## config.mk

```make
export PLATFORM = sky130hd
export DESIGN_NAME = typed_message_deframer_flat
export DESIGN_NICKNAME = d
export VERILOG_FILES = /design/src/rtl/tdm_pkg.sv /design/src/rtl/tdm_in_if.sv /design/src/rtl/tdm_out_if.sv /design/src/rtl/typed_message_deframer.sv /design/src/flat_wrapper.sv
export SDC_FILE = /design/constraint.sdc
export NUM_CORES = 1
export LEC_CHECK = 0
export BUFFER_PORTS_ARGS = -buffer_cell sky130_fd_sc_hd__clkbuf_2
export CAP_MARGIN = 20
export CELL_PAD_IN_SITES_DETAIL_PLACEMENT = 1
export CELL_PAD_IN_SITES_GLOBAL_PLACEMENT = 1
export CORE_ASPECT_RATIO = 2
export CORE_MARGIN = 2
export CORE_UTILIZATION = 43
export DETAILED_ROUTE_END_ITERATION = 10
export MAX_ROUTING_LAYER = met4
export PLACE_DENSITY_LB_ADDON = 0.1
export SYNTH_ARGS = -nofsm -noshare
export SYNTH_HDL_FRONTEND = slang
export SYNTH_SLANG_ARGS = --single-unit
```

## constraint.sdc

```tcl
create_clock -name clk_i -period 4.1 [get_ports clk_i]
set_clock_uncertainty 0.1 [all_clocks]
set_input_delay 0.41 -clock clk_i [delete_from_list [all_inputs] [get_ports clk_i]]
set_output_delay 0.41 -clock clk_i [all_outputs]
set_load 0.02 [all_outputs]
```

## src/rtl/tdm_pkg.sv

```systemverilog
`default_nettype none
package tdm_pkg;

  localparam logic [3:0] HEADER_BYTES = 4'd9;
  localparam logic [31:0] MAX_LEN_RESET = 32'd4087;

  typedef enum logic [2:0] {
    FN_RX_BYTE   = 3'd0,
    FN_OPEN      = 3'd1,
    FN_CLOSE     = 3'd2,
    FN_LINK_UP   = 3'd3,
    FN_LINK_DOWN = 3'd4
  } func_e;

  typedef enum logic [1:0] {
    DEST_NONE     = 2'd0,
    DEST_DIR_DATA = 2'd1,
    DEST_UDP_DATA = 2'd2,
    DEST_UDP_CTRL = 2'd3
  } dest_e;

  typedef enum logic [3:0] {
    EV_NONE           = 4'd0,
    EV_TOO_LARGE      = 4'd1,
    EV_UNKNOWN_TYPE   = 4'd2,
    EV_BAD_PASSWORD   = 4'd3,
    EV_ACCESS_DENIED  = 4'd4,
    EV_OTHER_SYS      = 4'd5,
    EV_UNEXPECTED_OPEN = 4'd6,
    EV_STATUS_OK      = 4'd7,
    EV_STATUS_FAIL    = 4'd8,
    EV_CHAN_CLOSED    = 4'd9
  } event_e;

  typedef enum logic [1:0] {
    CH_CLOSED        = 2'd0,
    CH_CONNECTING    = 2'd1,
    CH_CONNECTED     = 2'd2,
    CH_DISCONNECTING = 2'd3
  } chan_e;

  // frame type byte
  localparam logic [7:0] FT_OPEN     = 8'd1;
  localparam logic [7:0] FT_DIR_DATA = 8'd2;
  localparam logic [7:0] FT_CLOSE    = 8'd3;
  localparam logic [7:0] FT_STATUS   = 8'd4;
  localparam logic [7:0] FT_UDP_DATA = 8'd5;
  localparam logic [7:0] FT_UDP_CTRL = 8'd6;
  localparam logic [7:0] FT_SYSTEM   = 8'd7;

  // system frame codes
  localparam logic [7:0] SYSCODE_BAD_PASS = 8'd1;
  localparam logic [7:0] SYSCODE_DENIED   = 8'd2;

  localparam logic [31:0] STATUS_LEN = 32'd4;
  localparam logic [31:0] SYSTEM_LEN = 32'd1;

  typedef struct packed {
    logic [2:0] func;
    logic [7:0] rx_byte;
  } tdm_in_t;

  typedef struct packed {
    logic [1:0]  dest;
    logic [7:0]  payload_byte;
    logic [31:0] remote_addr;
    logic        frame_last;
    logic [3:0]  event_res;
    logic [1:0]  channel_state;
    logic        link_is_up;
    logic [31:0] last_status;
  } tdm_res_t;

endpackage
`default_nettype wire

```

## src/rtl/tdm_in_if.sv

```systemverilog
`default_nettype none
interface tdm_in_if;
  logic       valid;
  logic       ready;
  logic [2:0] func;
  logic [7:0] rx_byte;

  modport source (output valid, output func, output rx_byte, input ready);
  modport sink (input valid, input func, input rx_byte, output ready);
endinterface
`default_nettype wire

```

## src/rtl/tdm_out_if.sv

```systemverilog
`default_nettype none
interface tdm_out_if;
  logic        valid;
  logic        ready;
  logic [1:0]  dest;
  logic [7:0]  payload_byte;
  logic [31:0] remote_addr;
  logic        frame_last;
  logic [3:0]  event_res;
  logic [1:0]  channel_state;
  logic        link_is_up;
  logic [31:0] last_status;

  modport source (output valid, output dest, output payload_byte, output remote_addr,
                  output frame_last, output event_res, output channel_state,
                  output link_is_up, output last_status, input ready);
  modport sink (input valid, input dest, input payload_byte, input remote_addr,
                input frame_last, input event_res, input channel_state,
                input link_is_up, input last_status, output ready);
endinterface
`default_nettype wire

```

## src/rtl/typed_message_deframer.sv

```systemverilog
// Pipeline: the input register loads when a transaction is accepted, and the
//   result register loads from it whenever the result stage is empty or drained.
// Throughput: one transaction per cycle, sustained. The input stalls only when
//   both stages are full and the result is not being taken.
// Reset (rst_ni low, asynchronous): link down, channel closed, all parser state
//   zero, max_len_q = 4087, both stages empty.
`default_nettype none
module typed_message_deframer import tdm_pkg::*; (
  input  wire logic        clk_i,
  input  wire logic        rst_ni,
  input  wire logic        cfg_we_i,
  input  wire logic [31:0] cfg_data_i,
  tdm_in_if.sink           rx_i,
  tdm_out_if.source        res_o
);

  // ---------------------------------------------------------------------------
  // Pipeline control. Stage 1 holds the accepted transaction, stage 2 the
  // result. Stage 1 moves into stage 2 whenever stage 2 is empty or drained,
  // and all parser state updates at that same edge.
  // ---------------------------------------------------------------------------
  logic     s1_vld_q;
  tdm_in_t  s1_q;
  logic     res_vld_q;
  tdm_res_t res_q;
  logic     adv;
  logic     rx_rdy;
  logic     step;

  assign adv    = !res_vld_q || res_o.ready;
  assign rx_rdy = !s1_vld_q || adv;
  assign step   = s1_vld_q && adv;
  assign rx_i.ready = rx_rdy;

  // ---------------------------------------------------------------------------
  // Parser and channel state
  // ---------------------------------------------------------------------------
  logic [31:0] max_len_q;
  logic [3:0]  hdr_cnt_q, hdr_cnt_d;   // 0..8 header phase, 9 payload phase
  logic [7:0]  ftype_q, ftype_d;
  logic [31:0] addr_q, addr_d;
  logic [31:0] len_q, len_d;
  logic [31:0] left_q, left_d;
  logic [31:0] shift_q, shift_d;       // last four payload bytes, newest on top
  logic [7:0]  first_q, first_d;
  chan_e       chan_q, chan_d;
  logic        link_q, link_d;
  logic [31:0] status_q, status_d;

  dest_e       dest;
  event_e      ev;
  logic        last;
  logic        fin;
  logic [7:0]  b;
  logic [3:0]  cnt_inc;
  logic [31:0] left_dec;

  assign b        = s1_q.rx_byte;
  assign cnt_inc  = hdr_cnt_q + 4'd1;
  assign left_dec = left_q - {31'd0, (left_q != 32'd0)};

  always_comb begin
    hdr_cnt_d = hdr_cnt_q;
    ftype_d   = ftype_q;
    addr_d    = addr_q;
    len_d     = len_q;
    left_d    = left_q;
    shift_d   = shift_q;
    first_d   = first_q;
    chan_d    = chan_q;
    link_d    = link_q;
    status_d  = status_q;
    dest      = DEST_NONE;
    ev        = EV_NONE;
    last      = 1'b0;
    fin       = 1'b0;

    case (s1_q.func)
      FN_RX_BYTE: begin
        if (link_q) begin
          if (hdr_cnt_q < HEADER_BYTES) begin
            // header: type, address LSB first, length LSB first
            case (hdr_cnt_q)
              4'd0: begin
                ftype_d = b;
                addr_d  = 32'd0;
                len_d   = 32'd0;
              end
              4'd1: addr_d[7:0]   = addr_q[7:0]   | b;
              4'd2: addr_d[15:8]  = addr_q[15:8]  | b;
              4'd3: addr_d[23:16] = addr_q[23:16] | b;
              4'd4: addr_d[31:24] = addr_q[31:24] | b;
              4'd5: len_d[7:0]    = len_q[7:0]    | b;
              4'd6: len_d[15:8]   = len_q[15:8]   | b;
              4'd7: len_d[23:16]  = len_q[23:16]  | b;
              default: len_d[31:24] = len_q[31:24] | b;
            endcase
            hdr_cnt_d = cnt_inc;
            if (cnt_inc == HEADER_BYTES) begin
              if (len_d > max_len_q) begin
                link_d    = 1'b0;
                hdr_cnt_d = 4'd0;
                chan_d    = CH_CLOSED;
                ev        = EV_TOO_LARGE;
              end else begin
                left_d  = len_d;
                shift_d = 32'd0;
                first_d = 8'd0;
                if (len_d == 32'd0) begin
                  last = 1'b1;
                  fin  = 1'b1;
                end
              end
            end
          end else begin
            // payload byte
            if (left_q == len_q) begin
              first_d = b;
            end
            shift_d = {b, shift_q[31:8]};
            case (ftype_q)
              FT_DIR_DATA: dest = DEST_DIR_DATA;
              FT_UDP_DATA: dest = DEST_UDP_DATA;
              FT_UDP_CTRL: dest = DEST_UDP_CTRL;
              default:     dest = DEST_NONE;
            endcase
            left_d = left_dec;
            if (left_dec == 32'd0) begin
              last = 1'b1;
              fin  = 1'b1;
            end
          end
        end
      end
      FN_OPEN: begin
        if (link_q) begin
          chan_d = CH_CONNECTING;
        end
      end
      FN_CLOSE: chan_d = CH_CLOSED;
      FN_LINK_UP: begin
        link_d    = 1'b1;
        hdr_cnt_d = 4'd0;
        chan_d    = CH_CLOSED;
      end
      FN_LINK_DOWN: begin
        link_d    = 1'b0;
        hdr_cnt_d = 4'd0;
        chan_d    = CH_CLOSED;
      end
      default: ;
    endcase

    // frame completion: act on the frame type
    if (fin) begin
      hdr_cnt_d = 4'd0;
      case (ftype_d)
        FT_OPEN: ev = EV_UNEXPECTED_OPEN;
        FT_DIR_DATA, FT_UDP_DATA, FT_UDP_CTRL: ev = EV_NONE;
        FT_CLOSE: begin
          chan_d = CH_CLOSED;
          ev     = EV_CHAN_CLOSED;
        end
        FT_STATUS: begin
          if (len_d == STATUS_LEN) begin
            status_d = shift_d;
            if (chan_d == CH_CONNECTING) begin
              if (shift_d == 32'd0) begin
                chan_d = CH_CONNECTED;
                ev     = EV_STATUS_OK;
              end else begin
                chan_d = CH_CLOSED;
                ev     = EV_STATUS_FAIL;
              end
            end
          end
        end
        FT_SYSTEM: begin
          if (len_d == SYSTEM_LEN) begin
            if (first_d == SYSCODE_BAD_PASS) begin
              ev = EV_BAD_PASSWORD;
            end else if (first_d == SYSCODE_DENIED) begin
              ev = EV_ACCESS_DENIED;
            end else begin
              ev = EV_OTHER_SYS;
            end
            link_d = 1'b0;
            chan_d = CH_CLOSED;
          end
        end
        default: begin
          // unknown type drops the link
          link_d = 1'b0;
          chan_d = CH_CLOSED;
          ev     = EV_UNKNOWN_TYPE;
        end
      endcase
    end
  end

  // ---------------------------------------------------------------------------
  // Registers
  // ---------------------------------------------------------------------------
  always_ff @(posedge clk_i or negedge rst_ni) begin
    if (!rst_ni) begin
      max_len_q <= MAX_LEN_RESET;
      s1_vld_q  <= 1'b0;
      res_vld_q <= 1'b0;
      hdr_cnt_q <= 4'd0;
      ftype_q   <= 8'd0;
      addr_q    <= 32'd0;
      len_q     <= 32'd0;
      left_q    <= 32'd0;
      shift_q   <= 32'd0;
      first_q   <= 8'd0;
      chan_q    <= CH_CLOSED;
      link_q    <= 1'b0;
      status_q  <= 32'd0;
    end else begin
      if (cfg_we_i) begin
        max_len_q <= cfg_data_i;
      end
      if (rx_rdy) begin
        s1_vld_q <= rx_i.valid;
      end
      if (adv) begin
        res_vld_q <= s1_vld_q;
      end
      if (step) begin
        hdr_cnt_q <= hdr_cnt_d;
        ftype_q   <= ftype_d;
        addr_q    <= addr_d;
        len_q     <= len_d;
        left_q    <= left_d;
        shift_q   <= shift_d;
        first_q   <= first_d;
        chan_q    <= chan_d;
        link_q    <= link_d;
        status_q  <= status_d;
      end
    end
  end

  // payload stages, no reset
  always_ff @(posedge clk_i) begin
    if (rx_rdy && rx_i.valid) begin
      s1_q.func    <= rx_i.func;
      s1_q.rx_byte <= rx_i.rx_byte;
    end
    if (step) begin
      res_q.dest          <= dest;
      res_q.payload_byte  <= (dest != DEST_NONE) ? b : 8'd0;
      res_q.remote_addr   <= addr_d;
      res_q.frame_last    <= last;
      res_q.event_res     <= ev;
      res_q.channel_state <= chan_d;
      res_q.link_is_up    <= link_d;
      res_q.last_status   <= status_d;
    end
  end

  assign res_o.valid         = res_vld_q;
  assign res_o.dest          = res_q.dest;
  assign res_o.payload_byte  = res_q.payload_byte;
  assign res_o.remote_addr   = res_q.remote_addr;
  assign res_o.frame_last    = res_q.frame_last;
  assign res_o.event_res     = res_q.event_res;
  assign res_o.channel_state = res_q.channel_state;
  assign res_o.link_is_up    = res_q.link_is_up;
  assign res_o.last_status   = res_q.last_status;

  // ---------------------------------------------------------------------------
  // Assertions
  // ---------------------------------------------------------------------------
  a_hdr_range: assert property (@(posedge clk_i) disable iff (!rst_ni)
    hdr_cnt_q <= HEADER_BYTES)
    else $error("header count out of range");

  a_down_idle: assert property (@(posedge clk_i) disable iff (!rst_ni)
    !link_q |-> (hdr_cnt_q == 4'd0 && chan_q == CH_CLOSED))
    else $error("parser or channel active while link down");

  a_payload_left: assert property (@(posedge clk_i) disable iff (!rst_ni)
    (hdr_cnt_q == HEADER_BYTES) |-> (left_q != 32'd0))
    else $error("payload phase with nothing left");

  a_no_disc: assert property (@(posedge clk_i) disable iff (!rst_ni)
    chan_q != CH_DISCONNECTING)
    else $error("channel entered disconnecting");

  a_ok_conn: assert property (@(posedge clk_i) disable iff (!rst_ni)
    (res_vld_q && res_q.event_res == EV_STATUS_OK) |->
      (res_q.channel_state == CH_CONNECTED && res_q.frame_last))
    else $error("status ok without connected channel");

endmodule
`default_nettype wire
```

## src/flat_wrapper.sv

```systemverilog
// flat-port wrapper written by rule: the top's interface ports become plain ports
module typed_message_deframer_flat import tdm_pkg::*;
  (clk_i, rst_ni, cfg_we_i, cfg_data_i, rx_i_valid, rx_i_func, rx_i_rx_byte, rx_i_ready, res_o_valid, res_o_dest, res_o_payload_byte, res_o_remote_addr, res_o_frame_last, res_o_event_res, res_o_channel_state, res_o_link_is_up, res_o_last_status, res_o_ready);
  tdm_in_if rx_i_i ();
  tdm_out_if res_o_i ();
  input  wire logic clk_i;
  input  wire logic rst_ni;
  input  wire logic cfg_we_i;
  input  wire logic [31:0] cfg_data_i;
  input wire logic [$bits(rx_i_i.valid)-1:0] rx_i_valid;
  input wire logic [$bits(rx_i_i.func)-1:0] rx_i_func;
  input wire logic [$bits(rx_i_i.rx_byte)-1:0] rx_i_rx_byte;
  output wire logic [$bits(rx_i_i.ready)-1:0] rx_i_ready;
  output wire logic [$bits(res_o_i.valid)-1:0] res_o_valid;
  output wire logic [$bits(res_o_i.dest)-1:0] res_o_dest;
  output wire logic [$bits(res_o_i.payload_byte)-1:0] res_o_payload_byte;
  output wire logic [$bits(res_o_i.remote_addr)-1:0] res_o_remote_addr;
  output wire logic [$bits(res_o_i.frame_last)-1:0] res_o_frame_last;
  output wire logic [$bits(res_o_i.event_res)-1:0] res_o_event_res;
  output wire logic [$bits(res_o_i.channel_state)-1:0] res_o_channel_state;
  output wire logic [$bits(res_o_i.link_is_up)-1:0] res_o_link_is_up;
  output wire logic [$bits(res_o_i.last_status)-1:0] res_o_last_status;
  input wire logic [$bits(res_o_i.ready)-1:0] res_o_ready;
  assign rx_i_i.valid = rx_i_valid;
  assign rx_i_i.func = rx_i_func;
  assign rx_i_i.rx_byte = rx_i_rx_byte;
  assign rx_i_ready = rx_i_i.ready;
  assign res_o_valid = res_o_i.valid;
  assign res_o_dest = res_o_i.dest;
  assign res_o_payload_byte = res_o_i.payload_byte;
  assign res_o_remote_addr = res_o_i.remote_addr;
  assign res_o_frame_last = res_o_i.frame_last;
  assign res_o_event_res = res_o_i.event_res;
  assign res_o_channel_state = res_o_i.channel_state;
  assign res_o_link_is_up = res_o_i.link_is_up;
  assign res_o_last_status = res_o_i.last_status;
  assign res_o_i.ready = res_o_ready;
  typed_message_deframer u_core (.clk_i(clk_i), .rst_ni(rst_ni), .cfg_we_i(cfg_we_i), .cfg_data_i(cfg_data_i), .rx_i(rx_i_i), .res_o(res_o_i));
endmodule
```

[Word-level counts from Yosys, hierarchy flattened]
Index checks and enable logic that the tools add are counted.
Storage, ports and cells
  bits in registers: 310
  logic and storage cells: 186
Operators by class
  mux-type cells: 97
  order comparisons: 2
  add/sub/neg operators: 2
  bitwise logic cells: 8
  equality and inequality tests: 32
  reduce and logical (&&, ||, !) cells: 22
Operators with widths (count)
  $mux W32: 17
  $mux W8: 22
  $pmux W8 S2: 8
  $logic_not A32 Y1: 3
  $or A8 B8 Y8: 8
  $mux W4: 15
  $eq A8 B3 Y1 const B: 6
  $eq A32 B1 Y1 const B: 1
  $eq A32 B3 Y1 const B: 1
  $eq A32 B32 Y1: 1
  $eq A8 B2 Y1 const B: 4
  $gt A32 B32 Y1: 1
  $reduce_bool A32 Y1: 1
  $sub A32 B1 Y32: 1
  $mux W2: 13
  $pmux W4 S5: 1
  $pmux W2 S3: 3
  $eq A4 B3 Y1 const B: 4
  $eq A8 B1 Y1 const B: 2
  $mux W1: 15
  $eq A4 B2 Y1 const B: 2
  $pmux W4 S2: 1
  $reduce_or A7 Y1: 1
  $eq A3 B2 Y1 const B: 2
  other kinds (24): 30

[Logic depth before layout (Yosys ltp)]
Gate-level depths: netlist of the first run.
  word-level depth: 18
  depth in mapped cells: 19
  mapped depth without buffers: 17

[Worst setup path after synthesis of the first run]
OpenSTA, ideal clock, no wires.
  kind: register to register
  from: register u_core.hdr_cnt_q[0]
  to: register u_core.chan_q[0]
  clock period less this slack: 4397 ps
  required time: 3875 ps
  cell stages (with the launch flop): 18
  path slack: -297 ps
  setup time: 125 ps
  data arrival time: 4173 ps
  cells stage by stage: dfrtp_1 -> inv_1 -> ha_1 -> nand2b_1 -> buf_2 -> buf_1 -> a221oi_1 -> inv_1 -> ha_1 -> nand4_1 -> or4_1 -> nor3_1 -> a21oi_1 -> or2_1 -> o31ai_4 -> o21ai_2 -> o31a_1 -> mux2_2
On the way
  longest elaborated chain between the ends: 17
  elaborated cells on any way between the ends: 63
  classes of those cells: 1 x add/sub; 2 x order compare; 17 x eq/ne; 39 x mux; 4 x reduce/logical
RTL lines
  from (decl): RTL line typed_message_deframer.sv:39  | logic [3:0] hdr_cnt_q, hdr_cnt_d;
  from (signal assigned): RTL line typed_message_deframer.sv:230  | hdr_cnt_q <= hdr_cnt_d;
  $eq A4 B1 Y1, or another cell as far along: RTL line typed_message_deframer.sv:83  | case (hdr_cnt_q)
  $reduce_or A7 Y1 (no source line)
  $pmux W8 S2: RTL line typed_message_deframer.sv:83
  $mux W8: RTL line typed_message_deframer.sv:81  | if (hdr_cnt_q < HEADER_BYTES) begin
  $mux W8: RTL line typed_message_deframer.sv:80  | if (link_q) begin
  $mux W8: RTL line typed_message_deframer.sv:78  | case (s1_q.func)
  $gt A32 B32 Y1: RTL line typed_message_deframer.sv:100  | if (len_d > max_len_q) begin
  $mux W2: RTL line typed_message_deframer.sv:100
  [2 not listed]
  $mux W2: RTL line typed_message_deframer.sv:80
  $pmux W2 S3: RTL line typed_message_deframer.sv:78
  $eq A2 B1 Y1: RTL line typed_message_deframer.sv:167  | if (chan_d == CH_CONNECTING) begin
  $mux W2: RTL line typed_message_deframer.sv:167
  $mux W2: RTL line typed_message_deframer.sv:165  | if (len_d == STATUS_LEN) begin
  $pmux W2 S3: RTL line typed_message_deframer.sv:157  | case (ftype_d)
  $mux W2 (*): RTL line typed_message_deframer.sv:155  | if (fin) begin
  named net u_core.chan_d[0]: RTL line typed_message_deframer.sv:46  | chan_e chan_q, chan_d;
  to (signal assigned): RTL line typed_message_deframer.sv:237  | chan_q <= chan_d;
  to (decl): RTL line typed_message_deframer.sv:46
Mark *: on every way through the listed nets, which the timed path passes. The rest lies on a longest branch. The select of a mux whose other input is x is not followed.
A chain may end at the register's enable or synchronous reset.

[Worst setup path in the final report of the first run]
  from: register u_core.hdr_cnt_q[0]
  to: register u_core.status_q[20]
On the way
  longest elaborated chain between the ends: 15
  elaborated cells on any way between the ends: 53
  classes of those cells: 1 x add/sub; 2 x order compare; 10 x eq/ne; 37 x mux; 3 x reduce/logical
RTL lines
  $eq A4 B1 Y1, or another cell as far along: RTL line typed_message_deframer.sv:83
  $reduce_or A7 Y1 (no source line)
  $pmux W8 S2: RTL line typed_message_deframer.sv:83
  $mux W8: RTL line typed_message_deframer.sv:81
  $mux W8: RTL line typed_message_deframer.sv:80
  $mux W8: RTL line typed_message_deframer.sv:78
  $gt A32 B32 Y1: RTL line typed_message_deframer.sv:100
  $mux W32: RTL line typed_message_deframer.sv:100
  $mux W32: RTL line typed_message_deframer.sv:99  | if (cnt_inc == HEADER_BYTES) begin
  $mux W32: RTL line typed_message_deframer.sv:81
  $mux W32: RTL line typed_message_deframer.sv:80
  $mux W32: RTL line typed_message_deframer.sv:78
  $mux W32: RTL line typed_message_deframer.sv:165
  $mux W32: RTL line typed_message_deframer.sv:157
  $mux W32 (*): RTL line typed_message_deframer.sv:155
  to (signal assigned): RTL line typed_message_deframer.sv:239  | status_q <= status_d;
  to (decl): RTL line typed_message_deframer.sv:48  | logic [31:0] status_q, status_d;
Every way passes the cells marked *; elsewhere a longest branch is shown, timed or not. The select of a mux whose other input is x is not followed.

==> flow_metrics.tcl, run 1 <==
set metrics [dict create \
    use_met2 0.575 \
    grt_setup_unrepaired "true" \
    synth.avg_cell_area_um2 10.0 \
    grt_util_met1 0.310 \
    dpl_cell_area_um2 19200 \
    min_period_ns 4.57 \
    portBuffers 131 \
    relSlewSlack 0.411 \
    hp-class "in2reg" \
    tritoncts "yes" \
    ys_ff_latch 310 \
    ys_warn_count 0 \
    tns_ns -35.62 \
    async_reset_ff_frac 0.700 \
    synthAdderAreaFrac 0.0298 \
    routed_via_density 6.03 \
    arrival_ns 4.96 \
    crit_slowest_cell "or4_4" \
    crit_fanout 16 \
    firstDrtPassIters 5 \
    cts_buffer_depth 3 \
    grt_pass1_wl_mm 93.3 \
    ios 132 \
    synth-compound-area-share 0.198 \
    top_usage_layer "met2" \
    violations "negative setup slack" \
    p_int_mw 8.45 \
    cts-root-buf "clkbuf_16" \
    crit_top_cell "buf_12" \
    areaGrowthSynthToFinish_pct 38.7 \
    yosys-top-cells-area "dfrtp_1, edfxtp_1, nand2_1" \
    die_x_um 142 \
    setup_viol 136 \
    peakVddDrop_mv 0.761 \
    crit_type "reg2reg" \
    track_usage 0.317 \
    core.rowCount 101 \
    timing.final.crit_share 1.11 \
    clk_pin_slew_ns 0.07 \
    postRouteAntennaNets 0 \
    powerDensity_nw_per_um2 629 \
    ys_types 83 \
    yosys.area_share.simple 0.165 \
    synth.most_common_cell "dfrtp_1" \
    slew_violations 0 \
    drt_iter0_markers 862 \
    use_met3 0.0280 \
    wl_per_cell_um 26.1 \
    synth_top_family_by_area "compound AO/OA/AOI/OAI gates" \
    dp_hpwl_mm 42.6 \
    synth_top_area_frac 0.315 \
    grt_max_degree 104 \
    comb_power_share 0.506 \
    power_frac_seq 0.294 \
    cts_htree_levels 1 \
    fmax_mhz 219 \
    die_h_um 280 \
    ys_top_cells_by_count "dfrtp_1, nand2_1, nor2_1" \
    route.vias.total 15298 \
    p_sw_mw 5.84 \
    synthMuxAreaShare 0.0361 \
    synthFlopType "dfrtp_1" \
    critPathLaunchType "register" \
    synth-seq-area-share 0.503 \
    dieArea_um2 39800 \
    hold_viol 0 \
    antenna_found_initial 1 \
    fin_ws_ns -0.469 \
    clock_latency_ns 0.59 \
    drive_above_1_share 0.395 \
    netlist_instances 1637 \
    design.core.area_um2 37800 \
    design_area_um2 22700 \
    slowest_delay_ns 0.67 \
    drc_errors 0 \
    tightest_slew_ns 0.883 \
    p_leak_nw 10.1 \
    clock_sinks 310 \
    wirelength_mm 66.2 \
    final_nets 2135 \
    drv_cap 0 \
    clockPowerShare 0.200 \
    fillCellCount 4117 \
    path_cells "inv_4 -> ha_4 -> nand2b_4 -> buf_12 -> a221oi_2 -> inv_1 -> ha_1 -> nand4_1 -> or4_4 -> nor3_4 -> a21oi_4 -> or2_4 -> o31ai_4 -> buf_6 -> buf_6 -> o2111ai_4 -> buf_12 -> buf_12 -> o21ai_2" \
    switching_share 0.409 \
    grt_pass1_vias 15919 \
    status "finished with violations" \
    cp-end-kind "register" \
    critPathRequiredTime_ns 4.49 \
    numCtsBuffers 30 \
    synth_area_um2 16400 \
    synth_edf_count 93 \
    initial_core_util 0.434 \
    synth_xor_area_frac 0.0224 \
    syn_nets 1724 \
    grt_overflow 0 \
    synth_area_leader_cell "dfrtp_1" \
    gp_congestion 0.930 \
]
==> per-layer routing <==
| metal | part of all wire | routed length, um |
|---|---|---|
| met1 | 0.33 | 21900 |
| met2 | 0.54 | 35700 |
| met3 | 0.034 | 2270 |
| met4 | 0.095 | 6300 |
| met5 | 0 | 0 |
==> final timing paths <==
check                                                     start                               end  slack [ns]  cells after the start
worst max-delay path            u_core.hdr_cnt_q[0]$_DFFE_PN0P_   u_core.status_q[20]$_DFFE_PN0P_       -0.47                     19
worst min-delay path                                res_o_ready       u_core.s1_vld_q$_DFFE_PN0N_        0.05                      3
worst max register to register  u_core.hdr_cnt_q[0]$_DFFE_PN0P_   u_core.status_q[20]$_DFFE_PN0P_       -0.47                     19
worst min register to register    u_core.addr_q[27]$_DFFE_PN0P_     u_core.addr_q[27]$_DFFE_PN0P_        0.38                      2
max in group asynchronous                                rst_ni  u_core.max_len_q[24]$_DFFE_PN0P_        2.30                      3
min in group asynchronous                                rst_ni    u_core.shift_q[16]$_DFFE_PN0P_        0.37                      2
==> final cells by class <==
| class | instances | area (um2) | share of cell area |
|---|---|---|---|
| well taps | 463 | 579 | 0.0255 |
| clock buffers | 37 | 818 | 0.0360 |
| multi-input cells | 1143 | 8510 | 0.374 |
| flip-flops and latches | 310 | 8240 | 0.362 |
| inverters | 71 | 275 | 0.0121 |
| repair buffers | 492 | 4150 | 0.182 |
| clock inverters | 19 | 161 | 0.00710 |
| diodes | 1 | 2.50 | 0.000110 |
==> power by group through the flow <==
stage	registers, mW	logic, mW	clock network, mW
final	4.20	7.23	2.86
after global routing	4.25	7.69	3.01
after CTS	4.17	6.64	2.90
after detailed placement	4.22	5.90	0
after global placement	4.19	5.73	0
after floorplan	4.20	3.06	0
==> flip-flops by register name (all words and copies together) (netlist names), 3 cells and up <==
name / count
u_core.s1_q: 3
u_core.first_q: 8
u_core.len_q: 32
u_core.res_o.remote_addr: 32
u_core.res_o.payload_byte: 8
u_core.res_o.event_res: 4
u_core.ftype_q: 8
u_core.hdr_cnt_q: 4
u_core.shift_q: 32
u_core.max_len_q: 32
u_core.addr_q: 32
u_core.res_o.last_status: 32
u_core.status_q: 32
u_core.b: 8
u_core.left_q: 32
==> timing repair <==
| action | in CTS | in global routing |
|---|---|---|
| gates resized for setup | 98 | 210 |
| hold buffers | 45 | 0 |
| endpoints found under the hold margin | 143 | 0 |
| setup endpoints to repair | 151 | 151 |
| buffers inserted | 32 | 25 |
| gates cloned | 8 | 16 |
| pin swaps | 37 | 84 |
==> kinds of logic after synthesis <==
| kind of cell | Yosys count |
|---|---|
| mux | 53 |
| fa+ha+maj | 39 |
| buf+inv | 184 |
| compound gates | 473 |
| xor+xnor | 42 |
| simple gates | 536 |
| flops | 310 |
==> critical path: cells and delay by family, from the launching register on <==
kind | cells | cell delay [ns]
adder cells (fa/ha/maj) | 2 | 0.51
AND/OR/NAND/NOR | 5 | 1.42
AO/OA/AOI/OAI | 5 | 0.96
buffers and inverters | 7 | 1.03
flip-flops | 1 | 0.45
==> cells in the final DEF (no fill, tap or decap), types with 28 or more instances in the layout <==
master / instances
clkbuf_2: 130
a21oi_1: 62
nand4_1: 29
nand2_2: 30
a22oi_1: 33
nand2_4: 37
nor3_1: 29
nor2_1: 93
clkbuf_16: 43
mux2_2: 48
a22o_1: 39
nor4_1: 32
and2_1: 34
dfrtp_1: 205
o21ai_2: 72
edfxtp_1: 93
inv_1: 61
o21ai_0: 80
nand2_1: 146
dlygate4sd3_1: 45
buf_4: 257
ha_1: 28
==> stage by stage <==
step,hold slack [ns],util,power [mW],instances,worst slack (ns)
after floorplan,0.0144,-,7.26,1637,0.0190
after global placement,0.358,0.508,9.92,2360,-0.549
after detailed placement,0.370,0.508,10.1,2360,-0.654
after CTS,0.0529,0.570,13.7,2500,-0.332
after global routing,0.0790,0.602,15.0,2536,-0.556
final,0.0549,0.602,14.3,2536,-0.469
Note: power is estimated with default switching activity, not from simulation.
==> run 2, diff against run 1 <==
ABC_CLOCK_PERIOD_IN_PS = 4100   (was unset)
SKIP_LAST_GASP = 1   (was unset)
==> run 2 against run 1 <==
Effect of this change:
- highest routed layer unchanged
- flip-flop and latch count unchanged
- register-to-register slack barely moved
- first-iteration DRC count shrank 16%
- critical path type unchanged
- count of clock-buffer cells in the layout stayed put
- the run still ends with negative setup slack left
==> flow_metrics.tcl, run 2 (synthesis gave the netlist of run 1 again) <==
set metrics [dict create \
    tightest_slew_ns 0.898 \
    cts_htree_levels 1 \
    dp_hpwl_mm 42.6 \
    grt_pass1_vias 15913 \
    post-route-util 0.604 \
    portBuffers 131 \
    crit_fanout 8 \
    clock_latency_ns 0.58 \
    violations "negative setup slack" \
    drv_cap 0 \
    areaGrowthSynthToFinish_pct 39.4 \
    drt_iter0_markers 726 \
    grt_setup_unrepaired "true" \
    antenna_found_initial 1 \
    dp_cells 2360 \
    core.rowCount 101 \
    place_ws_ns -0.654 \
    fmax_mhz 219 \
    powerDensity_nw_per_um2 625 \
    critPathLaunchType "register" \
    reg2regPathDepth 21 \
    slew_violations 0 \
    grt_pass1_wl_mm 93.3 \
    final_common_cell "buf_4" \
    wl_per_cell_um 26.2 \
    dieArea_um2 39800 \
    firstDrtPassIters 5 \
    initial_core_util 0.434 \
    timing.final.crit_share 1.11 \
    grt_max_degree 104 \
    cp-end-kind "register" \
    drc_errors 0 \
    peakVddDrop_mv 0.762 \
    die_h_um 280 \
    drive_above_1_share 0.396 \
    arrival_ns 4.95 \
    hold_viol 0 \
    track_usage 0.317 \
    route.vias.total 15344 \
    hold_depth 3 \
    tritoncts "yes" \
    clock_sinks 310 \
    final_nets 2136 \
    min_period_ns 4.56 \
    instances_no_fill 2537 \
    hp-class "in2reg" \
    design.core.area_um2 37800 \
    postRouteAntennaNets 0 \
    ios 132 \
    status "finished with violations" \
    routed_via_density 6.05 \
    clk_pin_slew_ns 0.07 \
    die_x_um 142 \
    fin_ws_ns -0.456 \
    setup_viol 142 \
    numCtsBuffers 30 \
    worst_hold_slack_ns 0.0635 \
    relSlewSlack 0.399 \
    grt_overflow 0 \
    gp_congestion 0.930 \
    cts-root-buf "clkbuf_16" \
    cts_buffer_depth 3 \
    critPathRequiredTime_ns 4.49 \
    tns_ns -40.71 \
    p_leak_nw 10.1 \
    wirelength_mm 66.5 \
    crit_type "reg2reg" \
    mostFrequentLayoutCells "buf_4, dfrtp_1, nand2_1, clkbuf_2, edfxtp_1" \
]
[run 2: critical path: stages (launching register included)]
cell and delay, ns:
dfrtp_2 0.43, inv_4 0.07, ha_4 0.18, buf_6 0.12, a2111o_1 0.42, nand2_4 0.15, a21o_1 0.14, nand2_1 0.09
inv_2 0.07, ha_1 0.11, nand4_1 0.12, or4_4 0.64, nor3_4 0.29, a21oi_4 0.07, or2_4 0.28, o31ai_4 0.19
buf_6 0.15, buf_6 0.10, o2111ai_4 0.18, buf_12 0.23, buf_12 0.16, o21ai_2 0.17
[run 2: metal layers]
metal | wire length (um) | part of all wire | global-route usage | up-vias
met5 | 0 | 0 | - | -
met4 | 6500 | 0.098 | 0.231 | 0
met3 | 2160 | 0.033 | 0.0290 | 305
met2 | 36000 | 0.54 | 0.575 | 498
met1 | 21900 | 0.33 | 0.310 | 7708
li1 | - | - | - | 6833
[run 2: worst paths after layout]
path,slack [ns],from,end
max in group asynchronous,2.32,rst_ni,u_core.max_len_q[26]$_DFFE_PN0P_
min,0.06,res_o_ready,u_core.s1_vld_q$_DFFE_PN0N_
max,-0.46,u_core.hdr_cnt_q[0]$_DFFE_PN0P_,u_core.status_q[20]$_DFFE_PN0P_
min reg2reg,0.38,u_core.addr_q[27]$_DFFE_PN0P_,u_core.addr_q[27]$_DFFE_PN0P_
min in group asynchronous,0.37,rst_ni,u_core.status_q[14]$_DFFE_PN0P_
max reg2reg,-0.46,u_core.hdr_cnt_q[0]$_DFFE_PN0P_,u_core.status_q[20]$_DFFE_PN0P_
[run 2: through the flow]
| stage | total power [mW] | area (um2) |
|---|---|---|
| after floorplan | 7.26 | 16500 |
| after global placement | 9.92 | 19200 |
| after detailed placement | 10.1 | 19200 |
| after CTS | 13.7 | 21500 |
| after global routing | 14.9 | 22800 |
| final | 14.3 | 22800 |
[run 2: power by group]
part | total [mW] | internal, mW | leakage [nW] | switching [mW]
Combinational | 7.21 | 3.16 | 5.85 | 4.05
Sequential | 4.20 | 3.70 | 3.76 | 0.499
Clock | 2.85 | 1.55 | 0.485 | 1.30
[run 2: cell type report]
type / count / area [um2]
multi-input cells: 1143 / 8620
well taps: 463 / 579
flip-flops and latches: 310 / 8240
fillers: 4088 / 14900
clock inverters: 19 / 161
clock buffers: 37 / 818
diodes: 1 / 2.50
inverters: 71 / 275
repair buffers: 493 / 4140
[run 2: what timing repair did]
item,CTS,global route
endpoints found under the setup margin,151,151
gates resized for setup,94,231
gates cloned,8,16
pin swaps,36,82
endpoints found under the hold margin,143,0
setup buffers,32,24
hold buffers,45,0
